<file path="src/rtl/core/htd_pkg.sv">
// shared types and constants for the hextile tile decoder
package htd_pkg;

	localparam int TILE_SIZE = 16;

	localparam logic [2:0] PH_IDLE   = 3'd0;
	localparam logic [2:0] PH_SUBENC = 3'd1;
	localparam logic [2:0] PH_BG     = 3'd2;
	localparam logic [2:0] PH_FG     = 3'd3;
	localparam logic [2:0] PH_COUNT  = 3'd4;
	localparam logic [2:0] PH_POS    = 3'd5;
	localparam logic [2:0] PH_SIZE   = 3'd6;
	localparam logic [2:0] PH_RAW    = 3'd7;

	localparam int SE_RAW   = 0;
	localparam int SE_BG    = 1;
	localparam int SE_FG    = 2;
	localparam int SE_ANY   = 3;
	localparam int SE_COLOR = 4;

	localparam logic [2:0] REG_LEFT   = 3'd0;
	localparam logic [2:0] REG_TOP    = 3'd1;
	localparam logic [2:0] REG_WIDTH  = 3'd2;
	localparam logic [2:0] REG_HEIGHT = 3'd3;
	localparam logic [2:0] REG_PIXB   = 3'd4;

	localparam int QDEPTH = 2;
	localparam int QAW    = 1;

	typedef struct packed {
		logic [7:0] data_byte;
		logic       start_message;
	} in_word_t;

	typedef struct packed {
		logic        fill_valid;
		logic [15:0] fill_x;
		logic [15:0] fill_y;
		logic [4:0]  fill_w;
		logic [4:0]  fill_h;
		logic [31:0] fill_color;
		logic        rect_done;
	} out_word_t;

	typedef struct packed {
		logic [15:0] left;
		logic [15:0] top;
		logic [15:0] width;
		logic [15:0] height;
		logic [2:0]  pixb;
	} cfg_t;

endpackage

</file>
<file path="src/rtl/core/hextile_tile_decoder.sv">
// hextile tile decoder top level
// Usage: push one payload word per cycle (data_byte, start_message) while
// full is low; each pushed word yields exactly one result word (fill
// command plus rect_done flag) that appears on the result ports while empty
// is low and leaves on pop. The parser works in the cycle a word is pushed
// and writes its result into a two-entry queue, so a result shows the cycle
// after the push. Throughput is one word per cycle, limited by the single
// parser step per byte. When the receiver stops popping, the queue fills and
// full rises, holding back the sender; parser state is untouched until the
// next push. Reset clears the parser (expecting a subencoding byte), empties
// the queue and loads register defaults: zero rectangle, two bytes per
// pixel. Registers are written over the APB port at byte address 4*index and
// read back the same way; the user writes only while idle, unenforced.
module hextile_tile_decoder import htd_pkg::*; (
	input  logic        clk,
	input  logic        arst_n,
	input  logic        push,
	output logic        full,
	input  in_word_t    in_data,
	output logic        empty,
	input  logic        pop,
	output out_word_t   out_data,
	input  logic        psel,
	input  logic        penable,
	input  logic        pwrite,
	input  logic [4:0]  paddr,
	input  logic [31:0] pwdata,
	output logic [31:0] prdata,
	output logic        pready
);

	cfg_t      cfg_q;
	out_word_t res;
	logic      acc_in, acc_out;
	logic [2:0] ridx;

	assign pready  = 1'b1;
	assign acc_in  = push && !full;
	assign acc_out = pop && !empty;
	assign ridx    = paddr[4:2];

	always_ff @(posedge clk or negedge arst_n) begin
		if (!arst_n) begin
			cfg_q <= '{left: '0, top: '0, width: '0, height: '0, pixb: 3'd2};
		end else if (psel && penable && pwrite) begin
			case (ridx)
				REG_LEFT:   cfg_q.left   <= pwdata[15:0];
				REG_TOP:    cfg_q.top    <= pwdata[15:0];
				REG_WIDTH:  cfg_q.width  <= pwdata[15:0];
				REG_HEIGHT: cfg_q.height <= pwdata[15:0];
				REG_PIXB:   cfg_q.pixb   <= pwdata[2:0];
				default: ;
			endcase
		end
	end

	always_comb begin
		case (ridx)
			REG_LEFT:   prdata = {16'd0, cfg_q.left};
			REG_TOP:    prdata = {16'd0, cfg_q.top};
			REG_WIDTH:  prdata = {16'd0, cfg_q.width};
			REG_HEIGHT: prdata = {16'd0, cfg_q.height};
			REG_PIXB:   prdata = {29'd0, cfg_q.pixb};
			default:    prdata = '0;
		endcase
	end

	htd_front u_front (
		.clk(clk), .arst_n(arst_n), .cfg(cfg_q),
		.in_valid(acc_in), .in_word(in_data), .res(res)
	);

	htd_queue u_queue (
		.clk(clk), .arst_n(arst_n), .wr(acc_in), .wdata(res),
		.rd(acc_out), .rdata(out_data), .full(full), .empty(empty)
	);

endmodule

</file>
<file path="src/rtl/core/htd_front.sv">
// input side: byte parser and tile walk, one word per cycle while in_valid is high
module htd_front import htd_pkg::*; (
	input  logic      clk,
	input  logic      arst_n,
	input  cfg_t      cfg,
	input  logic      in_valid,
	input  in_word_t  in_word,
	output out_word_t res
);

	logic [15:0] tile_left_q, tile_top_q;
	logic [4:0]  tile_w_q, tile_h_q;
	logic [31:0] bg_q, fg_q, acc_q;
	logic [4:0]  flags_q;
	logic [2:0]  phase_q;
	logic [1:0]  cidx_q;
	logic [7:0]  subs_q, pos_q;
	logic [3:0]  col_q, row_q;

	logic [15:0] tl, tt, tl_n, tt_n;
	logic [4:0]  tw_n, th_n, flags_n;
	logic [31:0] bg, fg, bg_n, fg_n, acc, acc_n;
	logic [2:0]  ph, ph_n;
	logic [1:0]  cidx, cidx_n;
	logic [7:0]  subs, subs_n, pos_n, b;
	logic [3:0]  col_n, row_n;
	logic [15:0] coloff, rowoff, remw, remh;
	logic [16:0] colnext, rownext;
	logic [2:0]  epb;
	logic        cdone, tile_over, done;
	logic [1:0]  k;

	always_comb begin
		b = in_word.data_byte;
		if (cfg.pixb == 3'd0) epb = 3'd1;
		else if (cfg.pixb > 3'd4) epb = 3'd4;
		else epb = cfg.pixb;
		tl = tile_left_q; tt = tile_top_q; bg = bg_q; fg = fg_q; acc = acc_q;
		cidx = cidx_q; subs = subs_q; ph = phase_q;
		if (in_word.start_message) begin
			tl = cfg.left; tt = cfg.top; bg = '0; fg = '0; acc = '0;
			cidx = '0; subs = '0; ph = PH_SUBENC;
		end
		tl_n = tl; tt_n = tt; bg_n = bg; fg_n = fg; subs_n = subs; ph_n = ph;
		tw_n = tile_w_q; th_n = tile_h_q; flags_n = flags_q; pos_n = pos_q;
		col_n = col_q; row_n = row_q; cidx_n = cidx;
		// colour byte assembly
		k = cidx;
		acc_n = acc;
		case (k)
			2'd0: acc_n = {24'd0, b};
			2'd1: acc_n[15:8] = b;
			2'd2: acc_n[23:16] = b;
			default: acc_n[31:24] = b;
		endcase
		cdone = ({1'b0, k} + 3'd1) >= epb;
		coloff = tl - cfg.left;
		rowoff = tt - cfg.top;
		remw = cfg.width - coloff;
		remh = cfg.height - rowoff;
		colnext = {1'b0, coloff} + 17'(TILE_SIZE);
		rownext = {1'b0, rowoff} + 17'(TILE_SIZE);
		tile_over = 1'b0;
		res = '0;
		case (ph)
			PH_SUBENC: begin
				acc_n = acc;
				if (coloff < cfg.width && rowoff < cfg.height) begin
					tw_n = (remw > 16'(TILE_SIZE)) ? 5'(TILE_SIZE) : remw[4:0];
					th_n = (remh > 16'(TILE_SIZE)) ? 5'(TILE_SIZE) : remh[4:0];
					flags_n = b[4:0];
					cidx_n = '0; subs_n = '0;
					if (b[SE_RAW]) begin
						col_n = '0; row_n = '0; ph_n = PH_RAW;
					end else if (b[SE_BG]) begin
						ph_n = PH_BG;
					end else begin
						res.fill_valid = 1'b1; res.fill_x = tl; res.fill_y = tt;
						res.fill_w = tw_n; res.fill_h = th_n; res.fill_color = bg;
						if (b[SE_FG]) ph_n = PH_FG;
						else if (b[SE_ANY]) ph_n = PH_COUNT;
						else tile_over = 1'b1;
					end
				end
			end
			PH_BG: begin
				cidx_n = cdone ? 2'd0 : k + 2'd1;
				if (cdone) begin
					bg_n = acc_n; cidx_n = '0;
					res.fill_valid = 1'b1; res.fill_x = tl; res.fill_y = tt;
					res.fill_w = tile_w_q; res.fill_h = tile_h_q; res.fill_color = acc_n;
					if (flags_q[SE_FG]) ph_n = PH_FG;
					else if (flags_q[SE_ANY]) ph_n = PH_COUNT;
					else tile_over = 1'b1;
				end
			end
			PH_FG: begin
				cidx_n = cdone ? 2'd0 : k + 2'd1;
				if (cdone) begin
					fg_n = acc_n;
					if (subs != 8'd0) ph_n = PH_POS;
					else if (flags_q[SE_ANY]) ph_n = PH_COUNT;
					else tile_over = 1'b1;
				end
			end
			PH_COUNT: begin
				acc_n = acc;
				subs_n = b; cidx_n = '0;
				if (b == 8'd0) tile_over = 1'b1;
				else ph_n = flags_q[SE_COLOR] ? PH_FG : PH_POS;
			end
			PH_POS: begin
				acc_n = acc;
				pos_n = b; ph_n = PH_SIZE;
			end
			PH_SIZE: begin
				acc_n = acc;
				res.fill_valid = 1'b1;
				res.fill_x = tl + {12'd0, pos_q[7:4]};
				res.fill_y = tt + {12'd0, pos_q[3:0]};
				res.fill_w = {1'b0, b[7:4]} + 5'd1;
				res.fill_h = {1'b0, b[3:0]} + 5'd1;
				res.fill_color = fg;
				subs_n = subs - 8'd1; cidx_n = '0;
				if (subs_n == 8'd0) tile_over = 1'b1;
				else ph_n = flags_q[SE_COLOR] ? PH_FG : PH_POS;
			end
			PH_RAW: begin
				cidx_n = cdone ? 2'd0 : k + 2'd1;
				if (cdone) begin
					res.fill_valid = 1'b1;
					res.fill_x = tl + {12'd0, col_q};
					res.fill_y = tt + {12'd0, row_q};
					res.fill_w = 5'd1; res.fill_h = 5'd1; res.fill_color = acc_n;
					if ({1'b0, col_q} + 5'd1 >= tile_w_q) begin
						col_n = '0;
						if ({1'b0, row_q} + 5'd1 >= tile_h_q) tile_over = 1'b1;
						else row_n = row_q + 4'd1;
					end else begin
						col_n = col_q + 4'd1;
					end
				end
			end
			default: acc_n = acc;
		endcase
		done = 1'b0;
		if (tile_over) begin
			ph_n = PH_SUBENC;
			if (colnext < {1'b0, cfg.width}) begin
				tl_n = tl + 16'(TILE_SIZE);
			end else begin
				tl_n = cfg.left;
				if (rownext < {1'b0, cfg.height}) tt_n = tt + 16'(TILE_SIZE);
				else begin
					ph_n = PH_IDLE; done = 1'b1;
				end
			end
		end
		res.rect_done = done;
	end

	always_ff @(posedge clk or negedge arst_n) begin
		if (!arst_n) begin
			phase_q <= PH_SUBENC;
			tile_left_q <= '0; tile_top_q <= '0; tile_w_q <= '0; tile_h_q <= '0;
			bg_q <= '0; fg_q <= '0; acc_q <= '0; flags_q <= '0; cidx_q <= '0;
			subs_q <= '0; pos_q <= '0; col_q <= '0; row_q <= '0;
		end else if (in_valid) begin
			phase_q <= ph_n;
			tile_left_q <= tl_n; tile_top_q <= tt_n; tile_w_q <= tw_n; tile_h_q <= th_n;
			bg_q <= bg_n; fg_q <= fg_n; acc_q <= acc_n; flags_q <= flags_n;
			cidx_q <= cidx_n; subs_q <= subs_n; pos_q <= pos_n;
			col_q <= col_n; row_q <= row_n;
		end
	end

endmodule

</file>
<file path="src/rtl/core/htd_queue.sv">
// result word queue between parser and output side
module htd_queue import htd_pkg::*; (
	input  logic      clk,
	input  logic      arst_n,
	input  logic      wr,
	input  out_word_t wdata,
	input  logic      rd,
	output out_word_t rdata,
	output logic      full,
	output logic      empty
);

	out_word_t mem_q [QDEPTH];
	logic [QAW:0] wp_q, rp_q;

	assign empty = (wp_q == rp_q);
	assign full  = (wp_q[QAW] != rp_q[QAW]) && (wp_q[QAW-1:0] == rp_q[QAW-1:0]);
	assign rdata = mem_q[rp_q[QAW-1:0]];

	always_ff @(posedge clk) begin
		if (wr) mem_q[wp_q[QAW-1:0]] <= wdata;
	end

	always_ff @(posedge clk or negedge arst_n) begin
		if (!arst_n) begin
			wp_q <= '0;
			rp_q <= '0;
		end else begin
			if (wr) wp_q <= wp_q + {{QAW{1'b0}}, 1'b1};
			if (rd) rp_q <= rp_q + {{QAW{1'b0}}, 1'b1};
		end
	end

endmodule

</file>
<file path="config.mk">
export PLATFORM = sky130hd
export DESIGN_NAME = hextile_tile_decoder
export DESIGN_NICKNAME = d
export VERILOG_FILES = /design/src/rtl/core/htd_pkg.sv /design/src/rtl/core/hextile_tile_decoder.sv /design/src/rtl/core/htd_front.sv /design/src/rtl/core/htd_queue.sv
export SDC_FILE = /design/constraint.sdc
export NUM_CORES = 1
export LEC_CHECK = 0
export ABC_AREA = 1
export CORE_MARGIN = 3
export CORE_UTILIZATION = 40
export CTS_BUF_LIST = sky130_fd_sc_hd__clkbuf_8
export DETAILED_ROUTE_END_ITERATION = 6
export DONT_BUFFER_PORTS = 1
export GPL_ROUTABILITY_DRIVEN = 0
export GPL_TIMING_DRIVEN = 1
export HOLD_SLACK_MARGIN = 0.12
export SLEW_MARGIN = 10
export SYNTH_ARGS = -nofsm -noshare
export SYNTH_HDL_FRONTEND = slang
export SYNTH_SLANG_ARGS = --single-unit
</file>
<file path="constraint.sdc">
create_clock -name clk -period 12.2 [get_ports clk]
set_clock_uncertainty 0.15 [all_clocks]
set_input_delay 2.44 -clock clk [delete_from_list [all_inputs] [get_ports clk]]
set_output_delay 2.44 -clock clk [all_outputs]
set_load 0.005 [all_outputs]
</file>
* Word level (Yosys, flattened, before mapping)
Memories as Yosys holds them, arrays and structs flattened.
Index checks and enable logic that the tools add are counted.
** Storage, ports and cells
- Register bits after elaboration :: 243
- Bits in latches :: 0
- RAM bits :: 152
- Bits in read-only memories :: 0
- Input bits :: 53
- Output and inout port bits :: 111
- Word-level logic and storage cells :: 188
- Memories :: 1
** Memories
- u_queue.mem_q :: words 2, bits a word 76, read ports 1, clocked after Yosys merged registers in 0, wr ports 1, RTL line htd_queue.sv:13 : out_word_t mem_q [QDEPTH];
** Operators by class
- Add/sub/neg operators :: 23
- $mul :: 0
- Div/mod/pow operators :: 0
- $lt $le $gt $ge :: 10
- Eq/ne operators :: 21
- Shift-type cells :: 0
- Mux-type cells :: 85
- Bitwise logic cells :: 0
- Reduce and logical (&&, ||, !) cells :: 27
** Operators with widths (number)
- 75-bit 2-to-1 mux :: 5
- 75-bit one-hot mux with 4 select lines :: 1
- 32-bit 2-to-1 mux :: 8
- 16-bit 2-to-1 mux :: 7
- 16-bit one-hot mux with 5 select lines :: 1
- 16-bit by 4-bit adder with 16-bit output :: 4
- 16-bit subtractor :: 4
- 3-bit 2-to-1 mux :: 18
- 8-bit one-hot mux with 2 select lines :: 3
- 16-bit by 5-bit adder with 17-bit output, second input constant :: 2
- 17-bit by 16-bit less-than comparator with 1-bit output :: 2
- 16-bit by 5-bit adder with 16-bit output, second input constant :: 2
- 16-bit by 5-bit > comparator with 1-bit output, second input constant :: 2
- 16-bit less-than comparator :: 2
- 4-bit 2-to-1 mux :: 7
- 8-bit 2-to-1 mux :: 3
- 8-bit one-hot mux with 3 select lines :: 1
- 1-bit 2-to-1 mux :: 21
- 4-bit by 1-bit adder with 5-bit output, second input constant :: 4
- 3-bit one-hot mux with 6 select lines :: 1
- 8-bit logical NOT :: 2
- 4-bit one-hot mux with 2 select lines :: 2
- 3-bit equality test, second input constant :: 5
- 3-bit by 2-bit equality test with 1-bit output, second input constant :: 4
- other kinds (31) :: 55

* Depth between registers and ports, before layout
- Word-level depth :: 9
- Depth in mapped cells :: 42
- Depth with buffers taken out :: 37

* Modules after synthesis
From an unflattened synthesis, not the netlist that was laid out.
** Unflattened totals
- Cells, all modules :: 3833
- Area total of the unflattened synthesis :: 27736.6 µm²
** By module, submodules not included
- htd_front :: times used 1, cells an instance 2994, area an instance 18655.4 µm², sequential area each 4255.3 µm²
- htd_queue :: times used 1, cells an instance 425, area an instance 5746.8 µm², sequential area each 4664.5 µm²
- hextile_tile_decoder :: times used 1, cells an instance 414, area an instance 3334.4 µm², sequential area each 1677.9 µm²

* Worst setup path before layout
No wires, ideal clock.
- Path kind :: input port to flip-flop
- Start :: input port in_data[0] in the netlist's numbering
- End :: memory u_queue.mem_q[0][67] in the netlist's numbering, data pin
- Library setup time :: 0.262 ns
- Arrival :: 7.419 ns
- Data required time :: 11.788 ns
- Setup slack :: 4.369 ns
- Stages :: 27
- Path buffers :: 7
- Path through :: buf_4 > buf_4 > buf_2 > buf_2 > clkbuf_1 > clkbuf_1 > o21ai_0 > ha_1 > nand2_1 > nand2_1 > nand3_4 > nand2_4 > a21oi_1 > xor2_1 > inv_1 > ha_1 > a21oi_1 > o21ai_0 > a211oi_1 > a21oi_4 > nand2_4 > nor2_8 > nand2_4 > nand2_4 > buf_6 > o21ai_0 > nand2_1
** RTL lines
- start, declared :: RTL line hextile_tile_decoder.sv:19 : input in_word_t in_data,
- end, declared :: RTL line htd_queue.sv:13

==> qor.yml <==
status:
  status: "finished, final reports clean"
yosys:
  synth_top_area_cell: "dfrtp_1"
  synth_top_area_share_pct: 21.9
  async_flop_share_pct: 61.3
  ys_seq_area_share_pct: 38.8
  synth_area_mm2: 0.0273
  avgSynthCellArea_um2: 7.35
  synth_seq_cells: 393
  ys.flop_type: "dfrtp_1"
  yosysWarningCount: 0
  synth_area_leaders: "dfrtp_1, edfxtp_1, nand2_1"
  synthDistinctLibCells: 64
  postSynthCellCount: 3715
  synth_edf_count: 152
clocking:
  cts.htree.levels: 3
  cts-root-buf: "clkbuf_8"
  clk_path_buf_depth: 3
  ctsHoldBuffers: 0
  cts_made_buffers: 73
  clock_latency_ns: 0.67
  tritoncts: "yes"
  clock_sinks: 393
  clkTransAtPathRegs_ns: 0.07
  post-cts-setup-buffer-count: 0
  cts-resized-gates: 0
pwr:
  leakage_nw: 13.7
  powerDensity_mw_per_mm2: 231
  peakVddDrop_mv: 0.179
setup_path:
  crit_required_ns: 12.42
  reg2reg_depth: 26
  cp-start-kind: "primary input"
  crit_start: "in_data[0]"
  crit_fanout: 139
  r2r_setup_slack_ns: 5.35
  worst_setup_path_end_kind: "register"
  r2r_end: "u_queue.mem_q[1][55]"
  critPathCapture: "u_queue.mem_q[1][55]"
  arrival_ns: 8.51
  rr_startpoint: "cfg_q[44]"
  path_class: "in2reg"
die:
  die_h_um: 267
  start_util_pct: 40.5
  core-area_mm2: 0.0674
  ioPinCount: 164
  placementRows: 95
  die-area_mm2: 0.0714
  die_width_um: 267
sta:
  rsz0062_at_grt: "no"
  timing.final.hold_violations: 0
  fin_tns_setup_ns: 0
  finalCritPeriodShare_pct: 67.9
  fmaxAchievable_mhz: 121
  tightest_slew_ns: 1.26
  slew_headroom_pct: 15.9
  setup_viol: 0
  drv_slew: 0
  period_minus_slack_ns: 8.29
global_routing:
  grt_usage_pct: 23.1
  grt_pass1_vias: 22100
  grt_max_degree: 242
  grt-ovfl-total: 0
  antenna_found_initial: 2
  grt_first_pass_wirelength_mm: 129
detailed_routing:
  wirelength_mm: 83.8
  first_pass_iters: 5
  dr_total_vias: 24500
  wire_per_inst_um: 18.2
  via_per_inst: 5.33
  drc_errors: 0
  ant_nets: 0
  drt_iter0_drc: 2113
cells_and_area:
  drive_above_1_share_pct: 5.99
  post-route-util_pct: 43.7
  final_cells: 4595
  syn2layout_area_growth_pct: 7.85
  nNetsFinal: 3860
job:
  cap_violations: 0
worst_hold_path:
  hp-class: "reg2reg"
placement:
  port_buffers: 0
  place_inst: 4458
  dpl.hpwl_mm: 58.8
==> layout make-up <==
type                            instances  area (um2)
Antenna cell                            2        5.00
Clock buffer                           91        1250
Clock inverter                         44         256
Fill cell                            6902       38000
Inverter                              476        1790
Multi-Input combinational cell       2686       14200
Sequential cell                       393       10600
Tap cell                              873        1090
Timing Repair Buffer                   30         225
==> how the worst min path moves through the flow <==
stage          cells after the start               startpoint                      end
2_1_floorplan                      2   u_front.tile_top_q[12]   u_front.tile_top_q[12]
3_3_place_gp                       2   u_front.tile_left_q[5]   u_front.tile_left_q[5]
3_5_place_dp                       2    u_front.tile_top_q[8]    u_front.tile_top_q[8]
4_1_cts                            2  u_front.tile_left_q[14]  u_front.tile_left_q[14]
5_1_grt                            1          u_queue.rp_q[1]          u_queue.rp_q[1]
6_report                           2    u_front.tile_top_q[5]    u_front.tile_top_q[5]
==> Yosys cell counts, drive strengths merged, types with 8 or more instances <==
master / instances
nand2: 1070
inv: 469
o21ai: 399
nand3: 283
dfrtp: 239
nor2: 239
edfxtp: 152
a21oi: 144
ha: 139
clkbuf: 118
xor2: 85
o211ai: 63
buf: 57
nor3: 38
o22ai: 37
nand4: 35
a22oi: 15
o21bai: 14
xnor2: 11
o32ai: 10
or2: 10
a31oi: 9
fa: 8
==> cell usage in the layout, fill, tap and decap left out, types with 7 or more instances in the layout <==
master,count
a21oi_1,141
a221oi_1,7
a22oi_1,15
a31oi_1,9
buf_4,30
clkbuf_8,91
clkinv_1,15
conb_1,17
dfrtp_1,238
edfxtp_1,152
fa_1,8
ha_1,139
inv_1,479
inv_2,12
nand2_1,1054
nand2_2,10
nand3_1,278
nand4_1,33
nor2_1,224
nor2_2,8
nor3_1,30
o211ai_1,55
o211ai_2,8
o21a_1,7
o21ai_0,377
o21ai_1,17
o21bai_1,14
o221ai_1,7
o22ai_1,37
o31ai_1,7
o32ai_1,10
or2_2,10
xnor2_1,11
xor2_1,84
==> sequential cells by signal, indices dropped and copies added, names as in the netlist, 4 cells and up <==
signal / flops
u_queue.mem_q: 152
u_front.tile_top_q: 16
u_front.bg_q: 32
u_front.col_q: 4
u_front.tile_h_q: 5
u_front.tile_w_q: 5
u_front.tile_left_q: 16
cfg_q: 67
u_front.subs_q: 8
u_front.pos_q: 8
u_front.row_q: 4
u_front.fg_q: 32
u_front.acc_q: 32
==> critical path: stages <==
cell     delay, ns
o21ai_0       0.68
inv_1         0.22
ha_1          0.41
a21oi_1       0.28
o21ai_0       0.15
nand2_1       0.08
nand3_1       0.11
nand3_1       0.09
nand2_1       0.06
xor2_1        0.44
inv_1         0.16
ha_1          0.39
nand2_1       0.11
nor3_1        0.34
nand3_1       0.14
nor3b_1       0.20
nand4_1       0.23
nand2_1       0.18
a21oi_4       0.08
nand2_4       0.19
nor2_8        0.06
nand2_4       0.37
nand2_4       0.30
inv_2         0.41
o21ai_0       0.15
nand2_1       0.08
nand2_1       0.11
==> report_power, final <==
group / switching, mW / total (mW) / internal [mW]
Combinational: 2.44 / 3.48 / 1.04
Clock: 0.610 / 1.32 / 0.705
Sequential: 0.193 / 2.00 / 1.80
Total: 3.24 / 6.79 / 3.55
==> stage by stage <==
| stage | setup slack [ns] | power (mW) | hold WS, ns | instance area, um2 |
|---|---|---|---|---|
| detailed placement | 3.39 | 5.47 | 0.314 | 27900 |
| floorplan | 4.37 | 4.58 | 0.294 | 27400 |
| CTS | 4.07 | 6.80 | 0.329 | 29400 |
| global route | 3.50 | 7.40 | 0.344 | 29400 |
| global placement | 3.41 | 5.43 | 0.308 | 27900 |
| finish | 3.91 | 6.79 | 0.327 | 29400 |
==> cells by family after synthesis <==
| kind of cell | after synthesis | share of synthesized area [%] |
|---|---|---|
| xor gates and xnor gates | 96 | 3.11 |
| buffers and inverters | 651 | 9.46 |
| and+or+nand+nor | 1689 | 26.1 |
| other | 2 | 0.0275 |
| DFF | 393 | 38.8 |
| adders and majority gates | 147 | 6.96 |
| AOI/OAI and AO/OA | 737 | 15.6 |
==> metal layers <==
metal,global-route usage (%),vias to the layer above,wire length [um]
met1,34.7,11300,39400
li1,-,12100,-
met4,6.21,0,1760
met5,0.135,-,0
met2,33.4,897,35000
met3,4.91,126,7620
(Power assumes the default switching activity.)
